$ cat config.mk
export PLATFORM = sky130hd
export DESIGN_NAME = cct_tuple
export DESIGN_NICKNAME = d
export VERILOG_FILES = /design/src/design/assert_macros.svh /design/src/design/cct_pkg.sv /design/src/design/cct_tuple.sv
export SDC_FILE = /design/constraint.sdc
export NUM_CORES = 1
export LEC_CHECK = 0
export BUFFER_PORTS_ARGS = -buffer_cell sky130_fd_sc_hd__buf_2
export CORE_ASPECT_RATIO = 0.8
export CORE_UTILIZATION = 55
export CTS_CLUSTER_DIAMETER = 100
export DETAILED_ROUTE_END_ITERATION = 8
export HOLD_SLACK_MARGIN = 0.05
export PLACE_DENSITY_LB_ADDON = 0.3
export SYNTH_ARGS = -nofsm -noshare
export SYNTH_HDL_FRONTEND = slang
export SYNTH_SLANG_ARGS = --single-unit
$ cat constraint.sdc
create_clock -name aclk -period 18.3 [get_ports aclk]
set_input_delay 0.915 -clock aclk [delete_from_list [all_inputs] [get_ports aclk]]
set_output_delay 0.915 -clock aclk [all_outputs]
set_load 0.03 [all_outputs]
$ cat src/design/assert_macros.svh
// assertion macros shared by the tally design
`ifndef ASSERT_MACROS_SVH
`define ASSERT_MACROS_SVH

// checked only while out of reset
`define CCT_ASSERT(lbl, clk, rst_n, prop, msg) \
    lbl: assert property (@(posedge clk) disable iff (!rst_n) (prop)) else $error(msg);

// checked on every edge, reset included
`define CCT_ASSERT_ANY(lbl, clk, prop, msg) \
    lbl: assert property (@(posedge clk) (prop)) else $error(msg);

`endif

$ cat src/design/cct_pkg.sv
// shared constants and types of the coupon collector tally
`default_nettype none

package cct_pkg;

    localparam int TALLY_BINS_DEF  = 4096;
    localparam int MAX_COUPONS_DEF = 12;

    localparam int CC_W    = 4;
    localparam int COUNT_W = 32;
    localparam int LEN_W   = 12;
    localparam int BIN_W   = 12;
    localparam int SAMPLE_W = 32;

    localparam logic [CC_W-1:0] CC_RESET = 4'd2;
    localparam logic [CC_W-1:0] CC_MIN   = 4'd2;

    typedef enum logic {
        KIND_SAMPLE = 1'b0,
        KIND_READ   = 1'b1
    } kind_t;

endpackage

`default_nettype wire

$ cat src/design/cct_tuple.sv
// coupon draw, seen bitmap, run length and longest length
`default_nettype none

module cct_tuple
    import cct_pkg::*;
#(
    parameter int TALLY_BINS  = TALLY_BINS_DEF,
    parameter int MAX_COUPONS = MAX_COUPONS_DEF
) (
    input  wire logic                          aclk,
    input  wire logic                          aresetn,
    input  wire logic                          cfg_wr_en,
    input  wire logic [CC_W-1:0]               cfg_wr_data,
    input  wire logic                          step,
    input  wire logic [SAMPLE_W-1:0]           sample,
    output logic                               done,
    output logic      [$clog2(TALLY_BINS)-1:0] len,
    output logic      [$clog2(TALLY_BINS)-1:0] longest_next
);

    localparam int AW = $clog2(TALLY_BINS);
    localparam int MW = MAX_COUPONS;
    localparam logic [AW-1:0] LEN_MAX = AW'(TALLY_BINS - 1);

    logic [CC_W-1:0] coupon_count_reg;
    logic [MW-1:0]   map_reg, map_next;
    logic [AW-1:0]   run_reg, run_next;
    logic [AW-1:0]   longest_reg;

    logic [CC_W-1:0]          n_eff;
    logic [SAMPLE_W+CC_W-1:0] product;
    logic [CC_W-1:0]          coupon;
    logic [MW-1:0]            bit_sel;
    logic [MW-1:0]            full_set;
    logic [MW-1:0]            map_or;
    logic [AW-1:0]            run_inc;
    logic                     new_coupon;

    always_comb begin
        priority if (coupon_count_reg < CC_MIN) begin
            n_eff = CC_MIN;
        end else if (32'(coupon_count_reg) > MAX_COUPONS) begin
            n_eff = CC_W'(MAX_COUPONS);
        end else begin
            n_eff = coupon_count_reg;
        end
    end

    // coupon is the integer part of sample * n
    assign product  = (SAMPLE_W+CC_W)'(sample) * (SAMPLE_W+CC_W)'(n_eff);
    assign coupon   = product[SAMPLE_W+CC_W-1:SAMPLE_W];
    assign bit_sel  = MW'(1) << coupon;
    assign full_set = (MW'(1) << n_eff) - MW'(1);
    assign map_or   = map_reg | bit_sel;

    assign new_coupon = (map_reg & bit_sel) == '0;
    assign run_inc    = (run_reg < LEN_MAX) ? run_reg + AW'(1) : run_reg;
    assign done       = new_coupon && (map_or == full_set);
    assign len        = done ? run_inc : '0;

    always_comb begin
        longest_next = longest_reg;
        if (step && done && (run_inc > longest_reg)) begin
            longest_next = run_inc;
        end
    end

    always_comb begin
        map_next = map_reg;
        run_next = run_reg;
        if (cfg_wr_en) begin
            map_next = '0;
            run_next = '0;
        end else if (step) begin
            map_next = done ? '0 : map_or;
            run_next = done ? '0 : run_inc;
        end
    end

    always_ff @(posedge aclk) begin
        if (!aresetn) begin
            coupon_count_reg <= CC_RESET;
            map_reg          <= '0;
            run_reg          <= '0;
            longest_reg      <= '0;
        end else begin
            if (cfg_wr_en) begin
                coupon_count_reg <= cfg_wr_data;
            end
            map_reg     <= map_next;
            run_reg     <= run_next;
            longest_reg <= longest_next;
        end
    end

endmodule

`default_nettype wire

==> results of run 1 <==
## worst max-delay path by stage
stage,slack [ns],startpoint,cells past startpoint,end
after floorplan,11.10,coupon_count_reg[3],25,len[8]
after global placement,10.48,sample[21],20,longest_next[8]
after detailed placement,10.48,sample[21],20,longest_next[10]
after CTS,10.17,coupon_count_reg[2],22,longest_next[10]
after global routing,9.66,coupon_count_reg[2],22,longest_next[7]
final,10.02,coupon_count_reg[2],22,longest_next[9]
## cells in the final DEF, fill, tap and decap left out, drive strengths merged, types with 15 or more instances in the layout
cell type and n:
inv 137, nand2 102, and2 69, buf 69, fa 59, a21oi 53, ha 52, nor2b 47
nor2 44, dfxtp 40, nand3 33, o21ai 25, nor3 19, mux2i 16, nand4 15
## metal layers
layer,vias up,part of all wire,GRT usage
li1,3068,-,-
met1,2904,0.50,0.393
met2,217,0.43,0.410
met3,16,0.069,0.0391
met4,0,0.0071,0.0297
met5,-,0,0
## area by class of cell
type | count | share of cell area
inverters | 137 | 0.0700
multi-input cells | 682 | 0.725
clock inverters | 2 | 0.00477
well taps | 148 | 0.0252
repair buffers | 69 | 0.0487
clock buffers | 6 | 0.0175
flip-flops and latches | 40 | 0.109
## worst max-delay path, stage by stage (launching register included)
cell and delay (ns):
dfxtp_1 0.41, nand2_1 0.19, a21oi_2 0.18, buf_4 0.34, nor2b_1 0.11, fa_1 0.50, inv_1 0.06, fa_1 0.52
inv_1 0.04, ha_1 0.32, a211oi_1 0.26, o21ai_0 0.18, a21oi_1 0.27, o211ai_1 0.19, o41a_1 0.47, and3_1 0.35
o41a_1 0.49, a211oi_1 0.21, nand4_1 0.15, nor4_2 0.43, nand3_2 0.66, mux2_4 0.53, buf_2 0.18
## power groups by stage
stage	clock network, uW	registers [uW]	logic [uW]
6_report	100	90.5	176
5_1_grt	105	90.6	200
4_1_cts	101	90.4	174
3_5_place_dp	0	92.3	173
3_3_place_gp	0	92.3	171
2_1_floorplan	0	91.3	136
## through the flow
| step | util | hold WS [ns] | std cells |
|---|---|---|---|
| finish | 0.624 | 0.476 | 1084 |
| global route | 0.624 | 0.508 | 1084 |
| CTS | 0.624 | 0.479 | 1084 |
| detailed placement | 0.610 | 0.470 | 1076 |
| global placement | 0.610 | 0.463 | 1076 |
| floorplan | - | 0.437 | 895 |
## cell families after synthesis
| kind of cell | synth area share |
|---|---|
| xor+xnor | 0.0193 |
| mux | 0.0494 |
| buf+inv | 0.102 |
| other cells | 0.000550 |
| flops | 0.118 |
| compound gates | 0.165 |
| fa+ha+maj | 0.269 |
| simple gates | 0.277 |
==> impl_metrics.json, run 1 <==
{
  "status": "finished clean",
  "slew_headroom": 0.396,
  "min_period_over_period": 0.453,
  "cts_root_buffer": "clkbuf_16",
  "viasPerCell": 5.72,
  "pwr-share-seq": 0.247,
  "die_w_um": 126,
  "postCtsSetupBuffers": 0,
  "max_freq_ghz": 0.121,
  "initial_core_util": 0.578,
  "p_per_area_nw_per_um2": 49.9,
  "first_iter_violations": 464,
  "tightest_slew_ns": 0.906,
  "required_ns": 17.39,
  "grt_pass1_vias": 5770,
  "firstDrtPassIters": 5,
  "finalCriticalPeriod_ns": 8.28,
  "synth_edf_count": 0,
  "wl_per_cell_um": 14.8,
  "port_buffers": 64,
  "cp_max_fo": 31,
  "grt_overflow_total": 0,
  "clock_skew_ns": 0.00541,
  "r2r-end": "longest_reg[2]",
  "maxSlewViolCount": 0,
  "dpl_cell_area_um2": 7180,
  "pin_count": 65,
  "syn_to_final_growth_pct": 7.82,
  "worst_ir_drop_vdd_v": 0.0000378,
  "cts_tree": "yes",
  "route.detailed.drc": 0,
  "hold_depth": 2,
  "setup_viol": 0,
  "cts_buffers": 5,
  "synthDistinctLibCells": 74,
  "reg2reg_from": "coupon_count_reg[2]",
  "die_area_um2": 12800,
  "path_class": "register to output pin",
  "ys_seq_area_frac": 0.118,
  "antenna_left": 0,
  "htree_levels": 2,
  "netlist_top_cells_count": "137 x inv_1, 102 x nand2_1, 69 x and2_1, 59 x fa_1, 53 x a21oi_1",
  "drt_wl_total_mm": 16.0,
  "regArea_um2": 801,
  "synth_ff_type": "dfxtp_1",
  "drv_cap": 0,
  "grt_start_max_net_pins": 47,
  "post_route_cells_drive_above_1_share": 0.115,
  "internal_power_uw": 219,
  "syn_area_per_cell_um2": 7.62,
  "whs_endpoint": "longest_reg[11]",
  "hold_viol_final": 0,
  "clockBufferDepth": 2,
  "netlist_top_cells_area": "fa_1 17%, dfxtp_1 12%, ha_1 9.6%",
  "core_area_um2": 11800,
  "dp_hpwl_mm": 12.5,
  "synth_seq_cells": 40,
  "arrival_ns": 7.37,
  "nets": 1086,
  "nFillCells": 1064,
  "worstHoldStart": "longest_reg[11]",
  "rows": 35,
  "grt_pass1_wl_mm": 27.6,
  "fp.dieH_um": 102,
  "comb_power_share": 0.480,
  "r2r_cells": 21,
  "finalSetupTns_ns": 0,
  "grtUsageTotal": 0.262,
  "hold_buffers": 0,
  "rsz0062_at_grt": "no",
  "synth_top_cell_by_area": "fa_1",
  "power_switching_uw": 148,
  "clk_pin_slew_worst_paths_ns": 0.06,
  "place_congestion": 0.932,
  "syn_inst": 894,
  "ys_warn_count": 0,
  "synth_async_sr_flop_share": 0,
  "cts_resized": 0,
  "synth_top_area_frac": 0.173,
  "holdCritPathClass": "register to register",
  "netlist_area_um2": 6810,
  "pre_cts_ws_ns": 10.48,
  "clock_latency_ns": 0.29,
  "finalPower_uw": 367,
  "diodes": 0,
  "multi_input_area_um2": 5320,
  "switching_share": 0.404,
  "antenna_found_initial": 0,
  "vias": 6205,
  "yosysMostFrequentCell": "inv_1",
  "r2r_slack_ns": 11.48,
  "fin_area_um2": 7350,
  "power.share.clock": 0.274,
  "leakage_uw": 0.00350,
  "setup_ws_ns": 10.02,
  "worstSetupStartpointType": "register",
  "clock_sinks": 40,
  "crit_path_end_kind": "output pin"
}
Power figures use the tool's default switching activity.
==> inputs of run 2 (changes only) <==
==> constraint.sdc (replaced) <==
create_clock -name aclk -period 8.3 [get_ports aclk]
set_input_delay 0.415 -clock aclk [delete_from_list [all_inputs] [get_ports aclk]]
set_output_delay 0.415 -clock aclk [all_outputs]
set_load 0.03 [all_outputs]
==> run 2 against run 1 <==
Global-route usage increased by 0.68 points. Hold slack worse by 0.13 ns. Critical path depth is the same. First-iteration DRC count up 25%. Non-clock buffer count is 2 higher. Critical endpoint is now longest_next[8]. Largest power group unchanged.
==> impl_metrics.json, run 2 (synthesis results as in run 1) <==
{
  "path_class": "register to output pin",
  "status": "finished clean",
  "r2r_cells": 22,
  "final_util": 0.623,
  "grtUsageTotal": 0.269,
  "worst_ir_drop_vdd_v": 0.0000837,
  "firstDrtPassIters": 5,
  "drt_wl_total_mm": 16.3,
  "initial_core_util": 0.578,
  "fp.dieH_um": 102,
  "max_freq_ghz": 0.132,
  "grt_pass1_vias": 5663,
  "final_cell_mix": "137 x inv_1, 102 x nand2_1, 69 x and2_1",
  "wl_per_cell_um": 15.0,
  "holdCritPathClass": "input pin to register",
  "finalSetupTns_ns": 0,
  "post_route_cells_drive_above_1_share": 0.117,
  "syn_to_final_growth_pct": 7.66,
  "antenna_found_initial": 0,
  "dp_hpwl_mm": 12.8,
  "hold_depth": 3,
  "postCtsSetupBuffers": 0,
  "vias": 6186,
  "rsz0062_at_grt": "no",
  "core_area_um2": 11800,
  "setup_viol": 0,
  "cts_buffers": 5,
  "die_w_um": 126,
  "clock_sinks": 40,
  "finalCriticalPeriod_ns": 7.59,
  "die_area_um2": 12800,
  "p_per_area_nw_per_um2": 106,
  "first_iter_violations": 579,
  "clockBufferDepth": 2,
  "min_period_over_period": 0.915,
  "grt_pass1_wl_mm": 27.8,
  "place_congestion": 0.995,
  "cts_resized": 0,
  "clk_pin_slew_worst_paths_ns": 0.06,
  "diodes": 0,
  "cp_max_fo": 31,
  "grt_start_max_net_pins": 44,
  "grt_overflow_total": 0,
  "critPathLaunch": "coupon_count_reg[3]",
  "tightest_slew_ns": 0.911,
  "hold_buffers": 0,
  "clock_latency_ns": 0.29,
  "dpl_cell_area_um2": 7200,
  "crit_path_end_kind": "output pin",
  "drv_cap": 0,
  "hold_viol_final": 0,
  "pin_count": 65,
  "cts_root_buffer": "clkbuf_16",
  "leakage_uw": 0.00349,
  "required_ns": 7.89,
  "hold_slack_ns": 0.346,
  "finalPower_uw": 779,
  "cts_tree": "yes",
  "worstHoldStart": "cfg_wr_data[1]",
  "reg2reg_from": "coupon_count_reg[3]",
  "final_common_cell": "inv_1",
  "rows": 35,
  "viasPerCell": 5.70,
  "arrival_ns": 7.18,
  "nets": 1088,
  "route.detailed.drc": 0,
  "port_buffers": 64,
  "nFillCells": 1083,
  "htree_levels": 2,
  "slew_headroom": 0.393,
  "fin_area_um2": 7330,
  "worstSetupStartpointType": "register",
  "clock_skew_ns": 0.00843,
  "maxSlewViolCount": 0,
  "antenna_left": 0
}
==> run 2: changes by cell type in the layout (fill, tap and decap cells not counted) <==
cell / delta
clkinvlp_4: +1
bufinv_16: -1
buf_4: +2
clkbuf_1: -1
==> run 2: layout make-up <==
cell class / count / area [um2] / area share
clock buffer: 5 / 125 / 0.0171
sequential: 40 / 801 / 0.109
multi-input combinational: 682 / 5320 / 0.726
tap: 148 / 185 / 0.0252
inverter: 137 / 514 / 0.0701
clock inverter: 2 / 12.5 / 0.00171
timing repair buffer: 71 / 373 / 0.0508
==> run 2: report_power, final <==
group	switching, uW	internal, uW	leakage [uW]
combinational	243	145	0.00310
sequential	4.94	195	0.000323
clock	81.7	109	0.0000657
==> run 2: final timing paths <==
check                                           end  slack, ns
worst max register to register       longest_reg[0]       1.48
worst min-delay path            coupon_count_reg[1]       0.35
worst max-delay path                longest_next[8]       0.71
worst min register to register          run_reg[10]       0.48
==> run 2: routing by layer <==
layer	global-route usage	vias up	share of wire
met5	0	-	0
met4	0.0510	0	0.011
met3	0.0354	18	0.060
met2	0.392	198	0.41
met1	0.421	2894	0.52
li1	-	3076	-
==> run 2: per-stage QoR <==
step	cells	setup slack, ns
finish	1085	0.709
CTS	1085	0.799
global route	1085	0.290
floorplan	895	1.60
global placement	1078	1.16
detailed placement	1078	1.12
==> run 2: worst max-delay path: stages, from the launching register on <==
cell,delay (ns)
dfxtp_1,0.43
nand2_1,0.19
a21oi_2,0.17
buf_4,0.36
nor2b_1,0.12
fa_1,0.50
inv_1,0.06
fa_1,0.53
inv_1,0.04
ha_1,0.28
nand2_1,0.09
nor4_1,0.39
o211ai_2,0.21
a2111oi_4,0.42
o31a_2,0.27
or2_1,0.34
nor2_1,0.23
a221oi_1,0.37
o32ai_1,0.20
nor4_2,0.41
nand3_2,0.58
mux2_4,0.51
buf_2,0.18
